**src/sv/ptw_pkg.sv**
```systemverilog
// Shared types and constants for the two-level page table walker.
// Used by the controller, the datapath and the top level; no dependencies.
package ptw_pkg;

    // Physical memory size in bytes (power of two, 4096 to 65536).
    localparam int MEM_BYTES = 32768;
    localparam int MEM_AW    = $clog2(MEM_BYTES);
    // Wide enough for base plus index and for any wrapped memory address.
    localparam int WIDE_W    = 17;

    localparam int VADDR_W   = 15;
    localparam int BYTE_W    = 8;
    localparam int IDX_W     = 5;
    localparam int FRAME_W   = 7;
    localparam int PADDR_W   = FRAME_W + IDX_W;
    localparam int VALID_BIT = 7;

    localparam logic [VADDR_W-1:0] DIR_BASE_RESET = 15'h220;

    localparam int S_TDATA_W = 24;
    localparam int M_TDATA_W = 40;
    localparam int S_TUSER_W = 1;
    localparam int M_TUSER_W = 2;

    typedef enum logic {
        CMD_WRITE = 1'b0,
        CMD_XLATE = 1'b1
    } t_command;

    typedef enum logic [1:0] {
        ST_WRITE     = 2'd0,
        ST_XLATE     = 2'd1,
        ST_DIR_FAULT = 2'd2,
        ST_TBL_FAULT = 2'd3
    } t_status;

    typedef enum logic [1:0] {
        S_IDLE,
        S_TBL,
        S_DATA,
        S_FIN
    } t_state;

    // Controller to datapath.
    typedef struct packed {
        logic ld_in;    // input transfer: latch item, start write or directory read
        logic dir_chk;  // directory entry on read data
        logic tbl_chk;  // table entry on read data
        logic ld_out;   // load output register
    } t_dp_cmd;

    // Datapath to controller.
    typedef struct packed {
        logic in_write;     // incoming item is a write
        logic entry_valid;  // valid bit of the entry on read data
    } t_dp_stat;

endpackage

```
**src/sv/ptw_ctrl.sv**
```systemverilog
// Walk sequencer: input/output handshakes and datapath commands.
// Depends on ptw_pkg.
module ptw_ctrl (
    input  logic              i_clk,
    input  logic              i_rst_n,
    input  logic              i_in_valid,
    output logic              o_in_ready,
    output logic              o_out_valid,
    input  logic              i_out_ready,
    output ptw_pkg::t_dp_cmd  o_cmd,
    input  ptw_pkg::t_dp_stat i_stat
);
    import ptw_pkg::*;

    t_state r_state, n_state;
    logic   r_out_valid, n_out_valid;
    logic   out_free;

    assign out_free = !r_out_valid || i_out_ready;

    always_comb begin
        n_state = r_state;
        unique case (r_state)
            S_IDLE: begin
                if (i_in_valid) begin
                    n_state = i_stat.in_write ? S_FIN : S_TBL;
                end
            end
            S_TBL: begin
                n_state = i_stat.entry_valid ? S_DATA : S_FIN;
            end
            S_DATA: begin
                n_state = S_FIN;
            end
            S_FIN: begin
                if (out_free) begin
                    n_state = S_IDLE;
                end
            end
            default: n_state = S_IDLE;
        endcase
    end

    always_comb begin
        o_in_ready    = 1'b0;
        o_cmd         = '0;
        unique case (r_state)
            S_IDLE: begin
                o_in_ready   = 1'b1;
                o_cmd.ld_in  = i_in_valid;
            end
            S_TBL:  o_cmd.dir_chk = 1'b1;
            S_DATA: o_cmd.tbl_chk = 1'b1;
            S_FIN:  o_cmd.ld_out  = out_free;
            default: o_cmd = '0;
        endcase
    end

    always_comb begin
        n_out_valid = r_out_valid;
        if (o_cmd.ld_out) begin
            n_out_valid = 1'b1;
        end else if (i_out_ready) begin
            n_out_valid = 1'b0;
        end
    end

    always_ff @(posedge i_clk) begin
        if (!i_rst_n) begin
            r_state     <= S_IDLE;
            r_out_valid <= 1'b0;
        end else begin
            r_state     <= n_state;
            r_out_valid <= n_out_valid;
        end
    end

    assign o_out_valid = r_out_valid;

endmodule

```
**config.mk**
```make
export PLATFORM = sky130hd
export DESIGN_NAME = ptw_ctrl
export DESIGN_NICKNAME = d
export VERILOG_FILES = /design/src/sv/ptw_pkg.sv /design/src/sv/ptw_ctrl.sv
export SDC_FILE = /design/constraint.sdc
export NUM_CORES = 1
export LEC_CHECK = 0
export BUFFER_PORTS_ARGS = -buffer_cell sky130_fd_sc_hd__buf_2
export CAP_MARGIN = 20
export CORE_AREA = 2 2 39 41
export DETAILED_ROUTE_END_ITERATION = 7
export DIE_AREA = 0 0 41 43
export PLACE_DENSITY = 0.43
export SKIP_CTS_REPAIR_TIMING = 1
export SYNTH_ARGS = -nofsm -noshare
export SYNTH_HDL_FRONTEND = slang
export SYNTH_SLANG_ARGS = --single-unit
```
**constraint.sdc**
```tcl
create_clock -name i_clk -period 1.5 [get_ports i_clk]
set_clock_uncertainty 0.15 [all_clocks]
set_input_delay 0.075 -clock i_clk [delete_from_list [all_inputs] [get_ports i_clk]]
set_output_delay 0.075 -clock i_clk [all_outputs]
set_load 0.02 [all_outputs]
```
==> results.json <==
{
  "min_period_ns": 1.42,
  "finalHoldViolCount": 0,
  "start_kind": "flip-flop",
  "ant_nets": 0,
  "yosys_warnings": 0,
  "core_area_sq_mm": 0.00138,
  "ys_ff_latch": 3,
  "dpl-instance-area_sq_um": 330,
  "insertion_delay_ns": 0.23,
  "period_share_pct": 94.8,
  "finalSetupViolCount": 0,
  "syn_avg_cell_area_sq_um": 9.43,
  "gp_congestion": 0.585,
  "vias": 222,
  "die_w_microns": 41,
  "cts_root_buf": "clkbuf_4",
  "finalMaxSlewViolations": 0,
  "diodes": 0,
  "hold_path_class": "primary input to flip-flop",
  "fillers": 158,
  "boundaryPins": 12,
  "drt-initial-drc-count": 4,
  "drt-total-wl_microns": 470,
  "outcome": "finished, final reports clean",
  "cpPeakStageDelay_ns": 0.34,
  "overflow": 0,
  "tns_ns": 0,
  "cp_data_required_time_ns": 1.47,
  "slew_headroom_pct": 83.9,
  "path_clk_slew_ns": 0.03,
  "grt_max_degree": 6,
  "final_cell_mix": "buf_2, inv_1, ha_1, clkbuf_4, dfxtp_1",
  "cts_tree": "yes",
  "drive_above_1_share_pct": 48.8,
  "fin_nets": 54,
  "die_h_microns": 43,
  "crit_type": "flip-flop to flip-flop",
  "crit_path_end_kind": "flip-flop",
  "wl_per_cell_microns": 7.97,
  "first_pass_iters": 2,
  "yosysSeqAreaShare_pct": 24.5,
  "start_util_pct": 17.7,
  "rsz0062_at_grt": "no",
  "drcViolationCount": 0,
  "power_mw": 0.571,
  "areaGrowthSynthToFinish_pct": 49.5,
  "p_leak_nw": 0.186,
  "hold_slack_ns": 0.0317,
  "cts.htree.levels": 1,
  "via_per_inst": 3.76,
  "std_cell_rows": 14,
  "synth_cells": 26,
  "track_usage_pct": 7.32,
  "p_per_area_mw_per_mm2": 1560,
  "antenna_found_initial": 0,
  "final_common_cell": "buf_2",
  "syn-num-nets": 36,
  "hpwlAfterDp_microns": 409,
  "drv_cap": 0,
  "arrival_ns": 1.39,
  "postLayoutCoreUtil_pct": 26.5,
  "peakVddDrop_mv": 0.378,
  "synth_area_sq_um": 245,
  "path_cells": "inv_1, ha_2, mux2_1, a21oi_2, nor3b_2",
  "grt_pass1_wl_microns": 800,
  "crit_fanout": 5,
  "fmax_ghz": 0.703,
  "ys_types": 16,
  "io_buffer_count": 11,
  "grt_pass1_vias": 209,
  "die-area_sq_mm": 0.00176,
  "cts_buffers": 3,
  "crit_slowest_cell": "mux2_1",
  "worst-slew-pin-transition_ns": 0.239,
  "fin_area_sq_um": 367,
  "cts.sink_count": 3,
  "clk_path_buf_depth": 2
}
[critical path: cells and delay by family (launching register included)]
| family | cells | cell delay (ns) |
|---|---|---|
| AOI/OAI and AO/OA | 1 | 0.16 |
| DFF | 1 | 0.30 |
| adders and majority gates | 1 | 0.22 |
| buffers and inverters | 1 | 0.08 |
| muxes | 1 | 0.34 |
| and+or+nand+nor | 1 | 0.06 |
[area by class of cell]
| type | count | area, sq um | area share, % |
|---|---|---|---|
| Clock buffer | 4 | 26.3 | 7.17 |
| Inverter | 4 | 15.0 | 4.10 |
| Multi-Input combinational cell | 18 | 165 | 45.1 |
| Sequential cell | 3 | 60.1 | 16.4 |
| Tap cell | 16 | 20.0 | 5.46 |
| Timing Repair Buffer | 14 | 80.1 | 21.8 |
[report_power, final]
group / switching, mW / total [mW] / internal (mW)
sequential: 0.00911 / 0.110 / 0.101
clock: 0.0380 / 0.137 / 0.0994
combinational: 0.176 / 0.324 / 0.148
[synth_stat cells (all sizes together)]
| cell type | n | area share [%] |
|---|---|---|
| a21oi | 1 | 3.6 |
| and2 | 1 | 3.1 |
| buf | 1 | 3.1 |
| dfxtp | 3 | 24 |
| ha | 4 | 20 |
| inv | 4 | 6.1 |
| mux2 | 2 | 9.2 |
| mux2i | 1 | 4.1 |
| nand2 | 2 | 3.1 |
| nand3b | 1 | 3.1 |
| nor2b | 2 | 5.1 |
| nor3b | 1 | 5.1 |
| o2111a | 1 | 4.6 |
| o21a | 1 | 3.1 |
| o21ai | 1 | 2.0 |
[state kept, by name (all words and copies together) (netlist names)]
| register | flops |
|---|---|
| r_state | 2 |
| o_out_valid | 1 |
[logic make-up after synthesis]
family	synth area share, %
AOI/OAI and AO/OA	13.3
adders and majority gates	20.4
buffers and inverters	9.18
DFF	24.5
muxes	13.3
and+or+nand+nor	19.4
[layer usage]
layer / vias to the layer above / GRT usage [%] / share of wire, %
met5: - / 0 / 0
met4: 0 / 8.00 / 0
met3: 0 / 3.14 / 2.6
met2: 2 / 10.0 / 57
met1: 101 / 7.37 / 40
li1: 119 / - / -
[worst paths after layout]
path,start,to,cells past startpoint,slack [ns]
worst min register to register,r_state[1]$_SDFFE_PN0P_,r_state[1]$_SDFFE_PN0P_,3,0.45
worst min-delay path,i_out_ready,o_out_valid$_SDFFE_PN0P_,3,0.03
worst max register to register,r_state[0]$_SDFFE_PN0P_,r_state[0]$_SDFFE_PN0P_,5,0.08
worst max-delay path,r_state[0]$_SDFFE_PN0P_,r_state[0]$_SDFFE_PN0P_,5,0.08
[through the flow]
step	std cells	setup WS [ns]
floorplan	26	0.0121
global placement	54	0.0779
detailed placement	54	0.0837
CTS	58	0.0689
global route	59	0.00690
finish	59	0.0776
Note: power is estimated with default switching activity, not from simulation.
